<file path="src/hdl/assert_macros.svh">
// Assertion macros shared by the sequencer RTL.
// No dependencies; pulled in by files that carry concurrent checks.
`ifndef ASSERT_MACROS_SVH
`define ASSERT_MACROS_SVH
`ifndef SYNTHESIS
// Clocked property, disabled while reset is asserted (active low)
`define PSS_ASSERT(name, clk, rstn, prop) \
  name: assert property (@(posedge clk) disable iff (!rstn) prop) \
    else $error("pss assertion failed");
// Condition that must never be seen at a clock edge
`define PSS_NEVER(name, clk, rstn, cond) \
  `PSS_ASSERT(name, clk, rstn, !(cond))
`else
`define PSS_ASSERT(name, clk, rstn, prop)
`define PSS_NEVER(name, clk, rstn, cond)
`endif
`endif

</file>
<file path="src/hdl/pss_pkg.sv">
// Shared types and constants of the step sequencer.
// No dependencies; imported by the interfaces and all modules.
`timescale 1ns / 1ps

package pss_pkg;

  localparam int CfgW   = 8;   // widest configuration register
  localparam int StepW  = 7;   // step position, holds up to 126
  localparam int SubW   = 8;   // substep position
  localparam int NoteW  = 7;
  localparam int DivW   = 32;  // dividend / quotient width
  localparam int DvsW   = 8;   // divisor / remainder width
  localparam int IdxW   = 8;   // widest table address (256 entries)

  // item codes
  localparam logic [1:0] FUNC_TICK  = 2'd0;
  localparam logic [1:0] FUNC_SEEK  = 2'd1;
  localparam logic [1:0] FUNC_WRITE = 2'd2;

  localparam logic [7:0] TICKS_RST = 8'd24;
  localparam logic [6:0] STEPS_RST = 7'd16;

  localparam logic [NoteW-1:0] NOTE_RST    = 7'd60;
  localparam logic [NoteW-1:0] VEL_RST     = 7'd0;
  localparam logic [NoteW-1:0] GATE_RST    = 7'd64;
  localparam logic [NoteW-1:0] PROB_ALWAYS = 7'd127;
  localparam logic [DvsW-1:0]  GATE_FULL   = 8'd127;

  typedef enum logic {
    CFG_TICKS = 1'b0,
    CFG_STEPS = 1'b1
  } cfg_reg_e;

  typedef enum logic [2:0] {
    ST_IDLE,
    ST_READ,
    ST_GATE_W,
    ST_SEEK_Q,
    ST_SEEK_R,
    ST_FIN,
    ST_OUT
  } pss_state_e;

  typedef struct packed {
    logic [1:0]       func;
    logic [31:0]      playhead;
    logic [5:0]       step_index;
    logic [NoteW-1:0] note_in;
    logic [NoteW-1:0] velocity_in;
    logic [NoteW-1:0] gate_in;
    logic [NoteW-1:0] probability_in;
    logic [NoteW-1:0] random_value;
  } pss_in_t;

  typedef struct packed {
    logic [NoteW-1:0] note_out;
    logic [NoteW-1:0] velocity_out;
    logic [5:0]       step_now;
    logic [SubW-1:0]  substep_now;
    logic             step_fired;
  } pss_out_t;

  typedef struct packed {
    logic [NoteW-1:0] note;
    logic [NoteW-1:0] vel;
    logic [NoteW-1:0] gate;
    logic [NoteW-1:0] prob;
  } step_entry_t;

  localparam step_entry_t STEP_RST = '{note: NOTE_RST, vel: VEL_RST,
                                       gate: GATE_RST, prob: PROB_ALWAYS};

  typedef struct packed {
    logic            start;
    logic [DivW-1:0] dividend;
    logic [DvsW-1:0] divisor;
  } div_req_t;

  typedef struct packed {
    logic            done;
    logic [DivW-1:0] quot;
    logic [DvsW-1:0] rem;
  } div_rsp_t;

endpackage

</file>
<file path="src/hdl/pss_if.sv">
// Valid/ready channel interfaces for sequencer items and results.
// Depends on pss_pkg for the payload types.
`timescale 1ns / 1ps

interface pss_in_if;
  import pss_pkg::*;
  logic    valid;
  logic    ready;
  pss_in_t data;
  modport source (output valid, output data, input ready);
  modport sink (input valid, input data, output ready);
endinterface

interface pss_out_if;
  import pss_pkg::*;
  logic     valid;
  logic     ready;
  pss_out_t data;
  modport source (output valid, output data, input ready);
  modport sink (input valid, input data, output ready);
endinterface

</file>
<file path="src/hdl/probabilistic_step_sequencer.sv">
// Probabilistic step sequencer, top level.
// Depends on pss_pkg, pss_if, pss_div, pss_step_mem and assert_macros.svh.
//
// Use:
//   in_ch  - one transaction per item: tick, seek to playhead, or step write.
//   out_ch - exactly one result transaction per item, in item order.
//   cfg_*  - register writes (ticks per step, steps in use), taken at any
//            edge with cfg_we_i high; the user must issue them only while
//            the block is idle, which the block itself does not enforce.
// Path from the accepting edge to the result register, by item:
//   step write, unused code : straight to the output state
//   tick, substep not zero  : counter update, then output
//   tick at substep zero    : table read, gate product, reciprocal multiply
//                             for the off point, counter update, then output
//   seek                    : two divider passes, playhead by ticks per step,
//                             then quotient by step count, then output
// One item is in flight at a time; both seek passes use the shared divider.
// A new item is accepted in the cycle after the previous result lands in the
// output register, even if the receiver has not yet taken it.
// If the receiver stalls, the finished item waits in the final state until
// the output register frees up. Reset clears counters, sound state and the
// table valid bits at once; the table then reads as note 60, velocity 0,
// gate 64, probability 127 until written.
`timescale 1ns / 1ps
`include "assert_macros.svh"

module probabilistic_step_sequencer #(
  parameter int MAX_STEPS = 64
) (
  input  logic                           clk_i,
  input  logic                           rst_ni,
  pss_in_if.sink                         in_ch,
  pss_out_if.source                      out_ch,
  input  logic                           cfg_we_i,
  input  pss_pkg::cfg_reg_e              cfg_idx_i,
  input  logic [pss_pkg::CfgW-1:0]       cfg_wdata_i
);
  import pss_pkg::*;

  localparam int AddrW = (MAX_STEPS > 1) ? $clog2(MAX_STEPS) : 1;
  // step count can never exceed what steps_in_use (7 bits) can say
  localparam int LenCap = (MAX_STEPS > 127) ? 127 : MAX_STEPS;
  localparam logic [StepW-1:0] LenCapW = StepW'(LenCap);
  // x / 127 == (x * ceil(2^22 / 127)) >> 22, exact for x below 2^15
  localparam logic [15:0] GateRecip = 16'd33027;
  localparam int          RecipSh   = 22;

  // ---- state ----
  pss_state_e       state_q, state_d;
  pss_in_t          item_q;
  logic [14:0]      gate_prod_q;
  logic [7:0]       ticks_q, ticks_d;
  logic [6:0]       steps_q, steps_d;
  logic [SubW-1:0]  substep_q, substep_d;
  logic [StepW-1:0] step_q, step_d;
  logic             enabled_q, enabled_d;
  logic [SubW-1:0]  off_q, off_d;
  logic [NoteW-1:0] snd_note_q, snd_note_d;
  logic [NoteW-1:0] snd_vel_q, snd_vel_d;
  logic             fired_q, fired_d;
  logic             out_valid_q, out_valid_d;
  pss_out_t         out_data_q, out_data_d;

  // ---- combinational helpers ----
  logic             in_acc;
  logic             out_free;
  logic [7:0]       res;
  logic [StepW-1:0] len;
  logic [SubW:0]    sub_inc;
  logic [StepW:0]   step_inc;
  logic [14:0]      gate_prod;
  logic [30:0]      off_prod;
  logic             fire_ok;
  logic             seek_wait;
  logic [IdxW-1:0]  rd_addr_w;
  logic [IdxW-1:0]  wr_addr_w;
  logic             mem_rd_en;
  logic             mem_wr_en;
  step_entry_t      mem_wr_data;
  step_entry_t      mem_rd_data;
  div_req_t         div_req;
  div_rsp_t         div_rsp;

  function automatic logic [StepW-1:0] eff_len_f(input logic [6:0] n);
    logic [StepW-1:0] l;
    if (n == '0) begin
      l = StepW'(1);
    end else if (n > LenCapW) begin
      l = LenCapW;
    end else begin
      l = n;
    end
    return l;
  endfunction

  assign in_acc    = in_ch.valid && in_ch.ready;
  assign out_free  = !out_valid_q || out_ch.ready;
  assign res       = (ticks_q == '0) ? 8'd1 : ticks_q;
  assign len       = eff_len_f(steps_q);
  assign sub_inc   = {1'b0, substep_q} + 1'b1;
  assign step_inc  = {1'b0, step_q} + 1'b1;
  // gate * (resolution - 1), registered ahead of the reciprocal multiply
  assign gate_prod = mem_rd_data.gate * (res - 8'd1);
  assign off_prod  = gate_prod_q * GateRecip;
  assign fire_ok   = (mem_rd_data.prob == PROB_ALWAYS) ||
                     (item_q.random_value < mem_rd_data.prob);
  assign seek_wait = (state_q == ST_SEEK_Q) || (state_q == ST_SEEK_R);
  assign rd_addr_w = IdxW'(step_q);
  assign wr_addr_w = IdxW'(in_ch.data.step_index);

  assign mem_wr_data = '{note: in_ch.data.note_in, vel: in_ch.data.velocity_in,
                         gate: in_ch.data.gate_in, prob: in_ch.data.probability_in};

  pss_step_mem #(
    .Depth (MAX_STEPS),
    .AddrW (AddrW)
  ) u_mem (
    .clk_i     (clk_i),
    .rst_ni    (rst_ni),
    .wr_en_i   (mem_wr_en),
    .wr_addr_i (wr_addr_w[AddrW-1:0]),
    .wr_data_i (mem_wr_data),
    .rd_en_i   (mem_rd_en),
    .rd_addr_i (rd_addr_w[AddrW-1:0]),
    .rd_data_o (mem_rd_data)
  );

  pss_div u_div (
    .clk_i  (clk_i),
    .rst_ni (rst_ni),
    .req_i  (div_req),
    .rsp_o  (div_rsp)
  );

  // ---- next state ----
  always_comb begin
    state_d = state_q;
    unique case (state_q)
      ST_IDLE: begin
        if (in_acc) begin
          case (in_ch.data.func)
            FUNC_TICK: state_d = (substep_q == '0) ? ST_READ : ST_FIN;
            FUNC_SEEK: state_d = ST_SEEK_Q;
            default:   state_d = ST_OUT;   // step write and unused code
          endcase
        end
      end
      ST_READ:   state_d = ST_GATE_W;
      ST_GATE_W: state_d = ST_FIN;
      ST_SEEK_Q: if (div_rsp.done) state_d = ST_SEEK_R;
      ST_SEEK_R: if (div_rsp.done) state_d = ST_OUT;
      ST_FIN:    state_d = ST_OUT;
      ST_OUT:    if (out_free) state_d = ST_IDLE;
      default:   state_d = ST_IDLE;
    endcase
  end

  // ---- FSM outputs: handshake, table and divider control ----
  always_comb begin
    in_ch.ready      = (state_q == ST_IDLE);
    mem_rd_en        = 1'b0;
    mem_wr_en        = 1'b0;
    div_req.start    = 1'b0;
    div_req.dividend = in_ch.data.playhead;
    div_req.divisor  = res;
    case (state_q)
      ST_IDLE: begin
        if (in_acc) begin
          // table read is cheap, issue it for every tick
          mem_rd_en     = (in_ch.data.func == FUNC_TICK);
          mem_wr_en     = (in_ch.data.func == FUNC_WRITE) &&
                          (32'(in_ch.data.step_index) < MAX_STEPS);
          div_req.start = (in_ch.data.func == FUNC_SEEK);
        end
      end
      ST_SEEK_Q: begin
        div_req.start    = div_rsp.done;
        div_req.dividend = div_rsp.quot;
        div_req.divisor  = DvsW'(len);
      end
      default: ;
    endcase
  end

  // ---- datapath next values ----
  always_comb begin
    ticks_d     = ticks_q;
    steps_d     = steps_q;
    substep_d   = substep_q;
    step_d      = step_q;
    enabled_d   = enabled_q;
    off_d       = off_q;
    snd_note_d  = snd_note_q;
    snd_vel_d   = snd_vel_q;
    fired_d     = fired_q;
    out_data_d  = out_data_q;
    out_valid_d = out_valid_q;

    if (out_valid_q && out_ch.ready) begin
      out_valid_d = 1'b0;
    end

    case (state_q)
      ST_IDLE: begin
        if (in_acc) begin
          fired_d = 1'b0;
        end
      end
      ST_GATE_W: begin
        // start of step: probability test and off point
        enabled_d = fire_ok;
        off_d     = off_prod[RecipSh +: SubW] + 1'b1;
        if (fire_ok) begin
          snd_note_d = mem_rd_data.note;
          snd_vel_d  = mem_rd_data.vel;
          fired_d    = 1'b1;
        end
      end
      ST_SEEK_Q: begin
        if (div_rsp.done) begin
          substep_d = div_rsp.rem;
        end
      end
      ST_SEEK_R: begin
        if (div_rsp.done) begin
          step_d = div_rsp.rem[StepW-1:0];
        end
      end
      ST_FIN: begin
        if ((substep_q == off_q) && enabled_q) begin
          snd_note_d = '0;
          snd_vel_d  = '0;
        end
        if (sub_inc >= {1'b0, res}) begin
          substep_d = '0;
          step_d    = (step_inc >= {1'b0, len}) ? '0 : step_inc[StepW-1:0];
        end else begin
          substep_d = sub_inc[SubW-1:0];
        end
      end
      ST_OUT: begin
        if (out_free) begin
          out_valid_d = 1'b1;
          out_data_d  = '{note_out: snd_note_q, velocity_out: snd_vel_q,
                          step_now: step_q[5:0], substep_now: substep_q,
                          step_fired: fired_q};
        end
      end
      default: ;
    endcase

    // register writes must arrive only while idle; the block does not enforce it
    if (cfg_we_i) begin
      unique case (cfg_idx_i)
        CFG_TICKS: ticks_d = cfg_wdata_i;
        CFG_STEPS: begin
          steps_d = cfg_wdata_i[6:0];
          // shortened pattern: jump back to the top
          if (step_q >= eff_len_f(cfg_wdata_i[6:0])) begin
            step_d    = '0;
            substep_d = '0;
          end
        end
        default: ;
      endcase
    end
  end

  always_ff @(posedge clk_i or negedge rst_ni) begin
    if (!rst_ni) begin
      state_q     <= ST_IDLE;
      ticks_q     <= TICKS_RST;
      steps_q     <= STEPS_RST;
      substep_q   <= '0;
      step_q      <= '0;
      enabled_q   <= 1'b0;
      off_q       <= '0;
      snd_note_q  <= '0;
      snd_vel_q   <= '0;
      fired_q     <= 1'b0;
      out_valid_q <= 1'b0;
    end else begin
      state_q     <= state_d;
      ticks_q     <= ticks_d;
      steps_q     <= steps_d;
      substep_q   <= substep_d;
      step_q      <= step_d;
      enabled_q   <= enabled_d;
      off_q       <= off_d;
      snd_note_q  <= snd_note_d;
      snd_vel_q   <= snd_vel_d;
      fired_q     <= fired_d;
      out_valid_q <= out_valid_d;
    end
  end

  // payload registers
  always_ff @(posedge clk_i) begin
    if (in_acc) begin
      item_q <= in_ch.data;
    end
    if (state_q == ST_READ) begin
      gate_prod_q <= gate_prod;
    end
    out_data_q <= out_data_d;
  end

  assign out_ch.valid = out_valid_q;
  assign out_ch.data  = out_data_q;

  // ---- checks ----
  // divider finishes only while a seek is waiting for it
  `PSS_NEVER(a_div_done_waiting, clk_i, rst_ni, div_rsp.done && !seek_wait)
  // step position always inside the active pattern
  `PSS_NEVER(a_step_in_len, clk_i, rst_ni, step_q >= len)
  // a finished item reaches the output register when it is free
  `PSS_ASSERT(a_out_loaded, clk_i, rst_ni, (state_q == ST_OUT && !out_valid_q) |=> out_valid_q)
  // a fired step is reported only by a tick
  `PSS_NEVER(a_fire_on_tick, clk_i, rst_ni, fired_q && state_q == ST_OUT && item_q.func != FUNC_TICK)

endmodule

</file>
<file path="src/hdl/pss_div.sv">
// Restoring radix-2 divider, 32-bit dividend by 8-bit divisor.
// Depends on pss_pkg (div_req_t, div_rsp_t).
`timescale 1ns / 1ps

module pss_div (
  input  logic             clk_i,
  input  logic             rst_ni,
  input  pss_pkg::div_req_t req_i,
  output pss_pkg::div_rsp_t rsp_o
);
  import pss_pkg::*;

  localparam int CntW = $clog2(DivW);
  localparam logic [CntW-1:0] LastCnt = CntW'(DivW - 1);

  logic            busy_q;
  logic            done_q;
  logic [CntW-1:0] cnt_q;
  logic [DivW-1:0] quo_q;
  logic [DvsW-1:0] rem_q;
  logic [DvsW-1:0] dvs_q;
  logic [DvsW:0]   trial;
  logic [DvsW:0]   diff;
  logic            take;

  // partial remainder with next dividend bit shifted in
  assign trial = {rem_q, quo_q[DivW-1]};
  assign diff  = trial - {1'b0, dvs_q};
  assign take  = trial >= {1'b0, dvs_q};

  always_ff @(posedge clk_i or negedge rst_ni) begin
    if (!rst_ni) begin
      busy_q <= 1'b0;
      done_q <= 1'b0;
      cnt_q  <= '0;
    end else begin
      done_q <= 1'b0;
      if (req_i.start) begin
        busy_q <= 1'b1;
        cnt_q  <= '0;
      end else if (busy_q) begin
        cnt_q <= cnt_q + 1'b1;
        if (cnt_q == LastCnt) begin
          busy_q <= 1'b0;
          done_q <= 1'b1;
        end
      end
    end
  end

  always_ff @(posedge clk_i) begin
    if (req_i.start) begin
      quo_q <= req_i.dividend;
      rem_q <= '0;
      dvs_q <= req_i.divisor;
    end else if (busy_q) begin
      quo_q <= {quo_q[DivW-2:0], take};
      rem_q <= take ? diff[DvsW-1:0] : trial[DvsW-1:0];
    end
  end

  assign rsp_o.done = done_q;
  assign rsp_o.quot = quo_q;
  assign rsp_o.rem  = rem_q;

endmodule

</file>
<file path="src/hdl/pss_step_mem.sv">
// Step table: one write port, one registered read port, per-entry valid bits.
// Depends on pss_pkg (step_entry_t, STEP_RST).
`timescale 1ns / 1ps

module pss_step_mem #(
  parameter int Depth = 64,
  parameter int AddrW = 6
) (
  input  logic                 clk_i,
  input  logic                 rst_ni,
  input  logic                 wr_en_i,
  input  logic [AddrW-1:0]     wr_addr_i,
  input  pss_pkg::step_entry_t wr_data_i,
  input  logic                 rd_en_i,
  input  logic [AddrW-1:0]     rd_addr_i,
  output pss_pkg::step_entry_t rd_data_o
);
  import pss_pkg::*;

  step_entry_t            mem_q [Depth];
  logic [Depth-1:0]       valid_q;
  step_entry_t            raw_q;
  logic                   hit_q;

  always_ff @(posedge clk_i) begin
    if (wr_en_i) begin
      mem_q[wr_addr_i] <= wr_data_i;
    end
    if (rd_en_i) begin
      raw_q <= mem_q[rd_addr_i];
    end
  end

  // unwritten entries read as the reset pattern
  always_ff @(posedge clk_i or negedge rst_ni) begin
    if (!rst_ni) begin
      valid_q <= '0;
      hit_q   <= 1'b0;
    end else begin
      if (wr_en_i) begin
        valid_q[wr_addr_i] <= 1'b1;
      end
      if (rd_en_i) begin
        hit_q <= valid_q[rd_addr_i];
      end
    end
  end

  assign rd_data_o = hit_q ? raw_q : STEP_RST;

endmodule

</file>
<file path="src/flat_wrapper.sv">
// flat-port wrapper written by rule: the top's interface ports become plain ports
module probabilistic_step_sequencer_flat import pss_pkg::*;
#(
  parameter int MAX_STEPS = 64
)
  (clk_i, rst_ni, cfg_we_i, cfg_idx_i, cfg_wdata_i, in_ch_valid, in_ch_data, in_ch_ready, out_ch_valid, out_ch_data, out_ch_ready);
  pss_in_if in_ch_i ();
  pss_out_if out_ch_i ();
  input  logic clk_i;
  input  logic rst_ni;
  input  logic cfg_we_i;
  input  pss_pkg::cfg_reg_e cfg_idx_i;
  input  logic [pss_pkg::CfgW-1:0] cfg_wdata_i;
  input wire logic [$bits(in_ch_i.valid)-1:0] in_ch_valid;
  input wire logic [$bits(in_ch_i.data)-1:0] in_ch_data;
  output wire logic [$bits(in_ch_i.ready)-1:0] in_ch_ready;
  output wire logic [$bits(out_ch_i.valid)-1:0] out_ch_valid;
  output wire logic [$bits(out_ch_i.data)-1:0] out_ch_data;
  input wire logic [$bits(out_ch_i.ready)-1:0] out_ch_ready;
  assign in_ch_i.valid = in_ch_valid;
  assign in_ch_i.data = in_ch_data;
  assign in_ch_ready = in_ch_i.ready;
  assign out_ch_valid = out_ch_i.valid;
  assign out_ch_data = out_ch_i.data;
  assign out_ch_i.ready = out_ch_ready;
  probabilistic_step_sequencer #(.MAX_STEPS(MAX_STEPS)) u_core (.clk_i(clk_i), .rst_ni(rst_ni), .in_ch(in_ch_i), .out_ch(out_ch_i), .cfg_we_i(cfg_we_i), .cfg_idx_i(cfg_idx_i), .cfg_wdata_i(cfg_wdata_i));
endmodule
</file>
<file path="config.mk">
export PLATFORM = sky130hd
export DESIGN_NAME = probabilistic_step_sequencer_flat
export DESIGN_NICKNAME = d
export VERILOG_FILES = /design/src/hdl/pss_pkg.sv /design/src/hdl/pss_if.sv /design/src/hdl/probabilistic_step_sequencer.sv /design/src/hdl/pss_div.sv /design/src/hdl/pss_step_mem.sv /design/src/flat_wrapper.sv
export VERILOG_INCLUDE_DIRS = /design/src /design/src/hdl
export SDC_FILE = /design/constraint.sdc
export NUM_CORES = 2
export LEC_CHECK = 0
export BUFFER_PORTS_ARGS = -buffer_cell sky130_fd_sc_hd__buf_2
export CAP_MARGIN = 5
export CORE_UTILIZATION = 40
export CTS_BUF_LIST = sky130_fd_sc_hd__clkbuf_16
export DETAILED_ROUTE_END_ITERATION = 10
export GPL_ROUTABILITY_DRIVEN = 0
export PLACE_DENSITY_LB_ADDON = 0.05
export SYNTH_ARGS = -nofsm -noshare
export SYNTH_HDL_FRONTEND = slang
export SYNTH_SLANG_ARGS = --single-unit
</file>
<file path="constraint.sdc">
create_clock -name clk_i -period 7.62 [get_ports clk_i]
set_clock_uncertainty 0.2 [all_clocks]
set_input_delay 0.381 -clock clk_i [delete_from_list [all_inputs] [get_ports clk_i]]
set_output_delay 0.381 -clock clk_i [all_outputs]
set_load 0.01 [all_outputs]
</file>
## Yosys cells after proc, flatten, opt, wreduce, memory -nomap -nowiden

Memories as Yosys holds them, arrays and structs flattened. A register that Yosys moved wholly into a read port is not among the register bits.
Cells that the tools add are included.

- Register bits after elaboration: 229
- Memory bits (writable): 1792
- Input bits: 89
- Output and inout port bits: 31
- Memories kept: 1

- $add $sub $neg: 6
- Multiply operators: 2
- Order comparisons: 10
- Equality and inequality tests: 18
- Multiplexer cells: 63
- Bitwise gates (word level): 2
- Reductions and logical operators: 23

Memories:

| name | words | bits a word | read ports | clocked after Yosys merged registers in | wr ports | line | RTL |
|---|---|---|---|---|---|---|---|
| u_core.u_mem.mem_q | 64 | 28 | 1 | 1 | 1 | pss_step_mem.sv:20 | `step_entry_t mem_q [Depth];` |

Operators by type and width:

| operator | count |
|---|---|
| 7-bit two-way mux | 15 |
| 32-bit two-way mux | 2 |
| 64-bit bitwise OR | 1 |
| 8-bit two-way mux | 7 |
| 7-bit one-hot mux with 2 select lines | 3 |
| 40-bit two-way mux | 1 |
| 15-bit by 16-bit multiplier with 30-bit output, second input constant | 1 |
| 28-bit two-way mux | 1 |
| 3-bit one-hot mux with 7 select lines | 1 |
| 1-bit two-way mux | 20 |
| 9-bit by 8-bit greater-or-equal comparator with 1-bit output | 2 |
| 8-bit logical NOT | 2 |
| 8-bit one-hot mux with 2 select lines | 1 |
| 7-bit by 15-bit multiplier with 15-bit output | 1 |
| 3-bit two-way mux | 5 |
| 7-bit greater-than comparator, second input constant | 2 |
| 7-bit logical NOT | 2 |
| 6-bit by 7-bit less-than comparator with 1-bit output, second input constant | 2 |
| 5-bit two-way mux | 2 |
| 8-bit by 1-bit adder with 9-bit output, second input constant | 1 |
| 3-bit equality test, second input constant | 3 |
| 8-bit by 1-bit subtractor with 9-bit output, second input constant | 1 |
| 7-bit by 1-bit adder with 8-bit output, second input constant | 1 |
| 8-bit by 1-bit adder with 8-bit output, second input constant | 1 |
| other kinds (29) | 46 |

## Depth between registers and ports, before layout

- Depth after elaboration: 10
- Gate-level depth with buffers: 27
- Gate-level depth less buffers: 27

## Modules after synthesis

Synthesis repeated with hierarchy kept, for this count alone.

- Cell total of the unflattened synthesis: 4403
- Area, all modules: 84324.6 µm²

Modules (own cells, without submodules):

| module | instances | cells an instance | area each (µm²) | sequential area each (µm²) |
|---|---|---|---|---|
| pss_step_mem | 1 | 3137 | 71323.4 | 56279.0 |
| probabilistic_step_sequencer | 1 | 1064 | 10323.7 | 2986.6 |
| pss_div | 1 | 202 | 2677.6 | 1536.5 |

## Worst setup path after synthesis

Ideal clock, no wire load.

- Kind: reg2reg
- Start: reg u_core.ticks_q[2]
- End: reg u_core.gate_prod_q[14] (data pin)
- Library setup time: 0.258 ns
- Arrival time: 5.790 ns
- Data required time: 7.162 ns
- Setup slack: 1.372 ns
- Cell stages (with the launch flop): 28
- Path buffers: 0
- Period minus slack after synthesis: 6.248 ns
- Cells stage by stage: dfrtp_1 > nor3_1 > nand2_1 > nor3_1 > a21oi_1 > ha_1 > inv_1 > nor3_1 > xnor2_1 > nor2_1 > fa_1 > inv_1 > fa_1 > inv_1 > fa_1 > inv_1 > fa_1 > inv_1 > ha_1 > inv_1 > o21bai_1 > a21oi_1 > nor2b_1 > o21a_1 > o21a_1 > o21a_1 > o41a_1 > xnor2_1

- Longest elaborated chain between the ends: 4

RTL lines:

| what | line | RTL |
|---|---|---|
| from (decl) | probabilistic_step_sequencer.sv:52 | `logic [7:0] ticks_q, ticks_d;` |
| from (signal assigned) | probabilistic_step_sequencer.sv:284 | `ticks_q <= ticks_d;` |
| 8-bit logical NOT | probabilistic_step_sequencer.sv:98 | `assign res = (ticks_q == '0) ? 8'd1 : ticks_q;` |
| 8-bit two-way mux (*) | probabilistic_step_sequencer.sv:98 |  |
| 8-bit by 1-bit subtractor with 9-bit output (*) | probabilistic_step_sequencer.sv:103 | `assign gate_prod = mem_rd_data.gate * (res - 8'd1);` |
| 7-bit by 15-bit multiplier with 15-bit output (*) | probabilistic_step_sequencer.sv:103 |  |
| named net u_core.gate_prod[14] | probabilistic_step_sequencer.sv:71 | `logic [14:0] gate_prod;` |
| to (signal assigned) | probabilistic_step_sequencer.sv:303 | `gate_prod_q <= gate_prod;` |
| to (decl) | probabilistic_step_sequencer.sv:51 | `logic [14:0] gate_prod_q;` |

The timed path passes the listed nets; every way through them passes the cells marked *.
A chain may end at the register's enable or synchronous reset.

## Worst setup path in the final report

Same ends and word-level chain as after synthesis.

==> run summary <==
For this run, design rule violations remaining after detail routing come to 0. Entering global routing, the biggest net connects 134 pins. Across all hold checks on the routed design, the worst slack comes to 82.0 ps. At the pin with the least slew margin, the transition time is 1240 ps.

Number of flops mapped to enable cells by yosys: 1911. The die is 459 um tall. At the later pin of the worst-skew pair, clock insertion delay measures 870 ps. For the number of antenna violations at the first check in global routing, the log shows 35. The worst setup path is of the reg2reg kind. The peak ir drop on the vdd network was 272 uV; the clock transition at the register clock pins on the worst setup and hold paths after CTS was 60 ps. The number of endpoints with negative hold slack in the final report came out at 0.

The fraction of the cycle the final worst path needs came out at 0.916. Summed over all cells, the static leakage comes to 32.2 nW. The region available for standard cell placement spans 0.207 mm2.

The H-tree generated during clock tree synthesis spans 4 levels. In this run, post-CTS hold repair placed 78 buffers. After detailed routing, the average wire length per cell comes to 30.5 um. The count of cells in the finished layout, fillers not included, comes to 7384. The layout has 17.4k filler cells.

The critical path endpoint category is a flip-flop. Final number of max-transition violations: 0. The sequential share of the synthesized area was 0.726; the number of input and output port buffers inserted was 119. The switching share of power was 0.279; the arrival time of the worst setup path was 7380 ps. The clock network fraction of total power is 0.349.

The finished layout cell area is 0.0965 mm2, and the overall routed net length is 225000 um. The final critical delay including setup and external delays was 6980 ps; the final global-route overflow total was 0. The final design utilization is 0.465, and the count of endpoints failing setup in the final report is 0.

The via count of the first global-routing pass is 42.2k, and the proportion of register bits with asynchronous set or reset after synthesis is 0.0634. The run gives 0 as the number of antenna-violating nets in the routed design. For flop-to-flop paths, the worst setup slack is 640 ps. The logs give 8020 ps for the endpoint required time on the critical path and 7 for the first-pass iteration count of the detailed router. The worst setup path is launched from a flip-flop. Yosys mapped the design onto 75 distinct sky130hd cell types. The detailed router put a total of 98000 um of wire on met1. The run gives 0.208 as the combinational share of power. In this run the clock root is driven by a clkbuf_16.

The tree built by TritonCTS fans out to 2049 sinks. The number of nets in the synthesized netlist is 4350. In this run, synthesis produced a sequential element count of 2049. The analysis attributes to net switching a power of 8.32 mW. In the layout the commonest cells are edfxtp_1, mux4_2, clkbuf_16. After layout, the worst setup slack is 640 ps.

The share of layout cells above drive strength 1 is 0.290. The Yosys warning count is 0, and the cell area after synthesis is 0.0837 mm2. For this block, the initial DRC count from the detailed router was 3771. Summing all placed instances gives a cell area of 0.0886 mm2. Among all stages on the critical path, the largest delay is contributed by xnor2_1. After routing, the total negative slack on setup checks comes to 0 ps. The clock tree buffer depth is 3. Including well taps, the total number of placed cells is 6887. The flow ran to the end, and the final reports show no timing, DRC or antenna violations. The design draws 29.8 mW.

Static timing analysis puts the maximum clock frequency at 143 MHz. The first global-routing pass estimated 319000 um of wire. A synthesized cell averages 20.7 um2. The number of primary I/O pins is 120, and the number of buffers inserted during clock tree synthesis is 218. The internal power came out at 21.5 mW. The relative slew slack was 0.168; the number of violations of the max-capacitance limit was 0.

The length of routed met2 wiring came out at 111000 um. After detailed routing, the met3 layer carries 12000 um of wire. The number of gates resized after cts was 0; the floorplan die area was 0.211 mm2. Along the worst path, the maximum fanout reaches 7. The post-CTS repair timing setup buffer count came out at 0.

The layout overhead on the synthesized area was 15.2%; the instance count of the mapped netlist was 4049. The cell with the most instances on the worst path was inv_1. Summed over all nets, the half-perimeter wirelength after detailed placement is 126000 um.

Leading register cell type out of synthesis: edfxtp_1. The sequential share of power is 0.443. The most common cell after layout, fill and taps aside is edfxtp_1. Starting utilization of the core area: 0.403.

The combined global-route utilization of all metal layers was 0.216; the via-per-instance ratio was 5.50. Setup repair after global routing left no endpoint under its margin. The floorplan has 167 rows.

The die is 459 um wide. For the via count of the routed design, the log shows 40.6k. On the worst path, the slowest cell contributes a delay of 590 ps. The highest layer touched by signal routing is met5. Power per standard cell area: 309 mW/mm2.

TritonCTS built the clock tree. The worst hold path belongs to the class in2reg. The logs give 671 ps for the pre-CTS setup slack and 4698 for the final-stage net count.
[layer usage]
layer,vias up,GRT usage
li1,17200,-
met1,22000,0.301
met2,1089,0.354
met3,285,0.0353
met4,4,0.0514
met5,-,0
[worst max-delay path, delay by kind of cell, from the launching register on]
family / cells / cell delay [ps]
AND/OR/NAND/NOR: 6 / 1000
XOR/XNOR: 2 / 720
AO/OA/AOI/OAI: 7 / 1280
buffers and inverters: 7 / 530
adder cells (fa/ha/maj): 6 / 2550
flip-flops: 1 / 440
[path summary, 6_finish.rpt]
path                                                  end              start  cells past startpoint
worst max-delay path               u_core.gate_prod_q[14]  u_core.ticks_q[2]                     28
worst min-delay path            u_core.u_mem.mem_q[20][8]     in_ch_data[15]                      1
worst max register to register     u_core.gate_prod_q[14]  u_core.ticks_q[2]                     28
worst min register to register      u_core.out_ch.data[0]     u_core.fired_q                      0
max in group asynchronous        u_core.u_mem.valid_q[23]             rst_ni                      4
min in group asynchronous               u_core.ticks_q[3]             rst_ni                      3
[sequential cells by signal (all words and copies together), names as in the netlist, 5 cells and up]
name,flops
u_core.u_div.quo_q,32
u_core.u_mem.raw_q,28
u_core.item_q,7
u_core.u_div.rem_q,8
u_core.step_q,7
u_core.gate_prod_q,15
u_core.ticks_q,8
u_core.u_mem.valid_q,64
u_core.snd_vel_q,7
u_core.u_div.cnt_q,5
u_core.steps_q,7
u_core.u_div.dvs_q,8
u_core.snd_note_q,7
u_core.substep_q,8
u_core.out_ch.data,29
u_core.u_mem.mem_q,1792
u_core.off_q,8
[layout make-up]
cell class	instances	area [um2]	area share
multi-input combinational	1682	22200	0.230
antenna	6	15.0	0.000156
sequential	2049	60800	0.631
inverter	142	533	0.00553
clock buffer	222	5560	0.0576
timing repair buffer	304	2330	0.0241
tap	2788	3490	0.0362
clock inverter	191	1510	0.0156
[synthesized netlist by cell type (4+ instances only)]
| library cell | count | area [um2] |
|---|---|---|
| edfxtp_1 | 1911 | 57400 |
| mux4_2 | 609 | 13700 |
| nor2_1 | 167 | 627 |
| ha_1 | 156 | 1950 |
| nand2_1 | 152 | 571 |
| inv_1 | 140 | 526 |
| dfrtp_1 | 127 | 3180 |
| clkbuf_1 | 124 | 465 |
| or2_2 | 77 | 482 |
| nand3_1 | 61 | 305 |
| fa_1 | 56 | 1120 |
| a21oi_1 | 52 | 260 |
| o21ai_0 | 52 | 260 |
| buf_1 | 37 | 139 |
| xnor2_1 | 36 | 315 |
| nor2b_1 | 29 | 181 |
| and3_1 | 21 | 131 |
| nor3_1 | 20 | 100 |
| xor2_1 | 20 | 175 |
| buf_2 | 15 | 75.1 |
| a21o_1 | 14 | 105 |
| mux2_2 | 13 | 146 |
| a31oi_1 | 10 | 62.6 |
| mux2_1 | 10 | 113 |
| dfxtp_1 | 8 | 160 |
| mux2i_1 | 8 | 80.1 |
| nand2b_1 | 8 | 50.1 |
| a211oi_1 | 7 | 52.6 |
| nand4_1 | 7 | 43.8 |
| o21a_1 | 7 | 52.6 |
| o22ai_1 | 7 | 43.8 |
| a22oi_1 | 6 | 45.0 |
| o21ai_1 | 6 | 30.0 |
| nand3b_1 | 5 | 37.5 |
| nor4_1 | 5 | 31.3 |
| maj3_1 | 4 | 40.0 |
| o21bai_1 | 4 | 30.0 |
[cell families after synthesis]
group / count (synthesis) / synth area share
flip-flops: 2049 / 0.726
AND/OR/NAND/NOR: 572 / 0.0330
adder cells (fa/ha/maj): 216 / 0.0372
XOR/XNOR: 56 / 0.00586
multiplexers: 640 / 0.168
buffers and inverters: 318 / 0.0145
AO/OA/AOI/OAI: 198 / 0.0153
[power by group through the flow]
stage	logic (mW)	registers, mW	clock network, mW
final	6.20	13.2	10.4
after global routing	6.67	13.3	11.1
after detailed placement	6.24	13.5	0
after floorplan	4.13	13.1	0
after CTS	6.29	13.2	10.7
after global placement	6.23	13.5	0
Note: power is estimated with default switching activity, not from simulation.
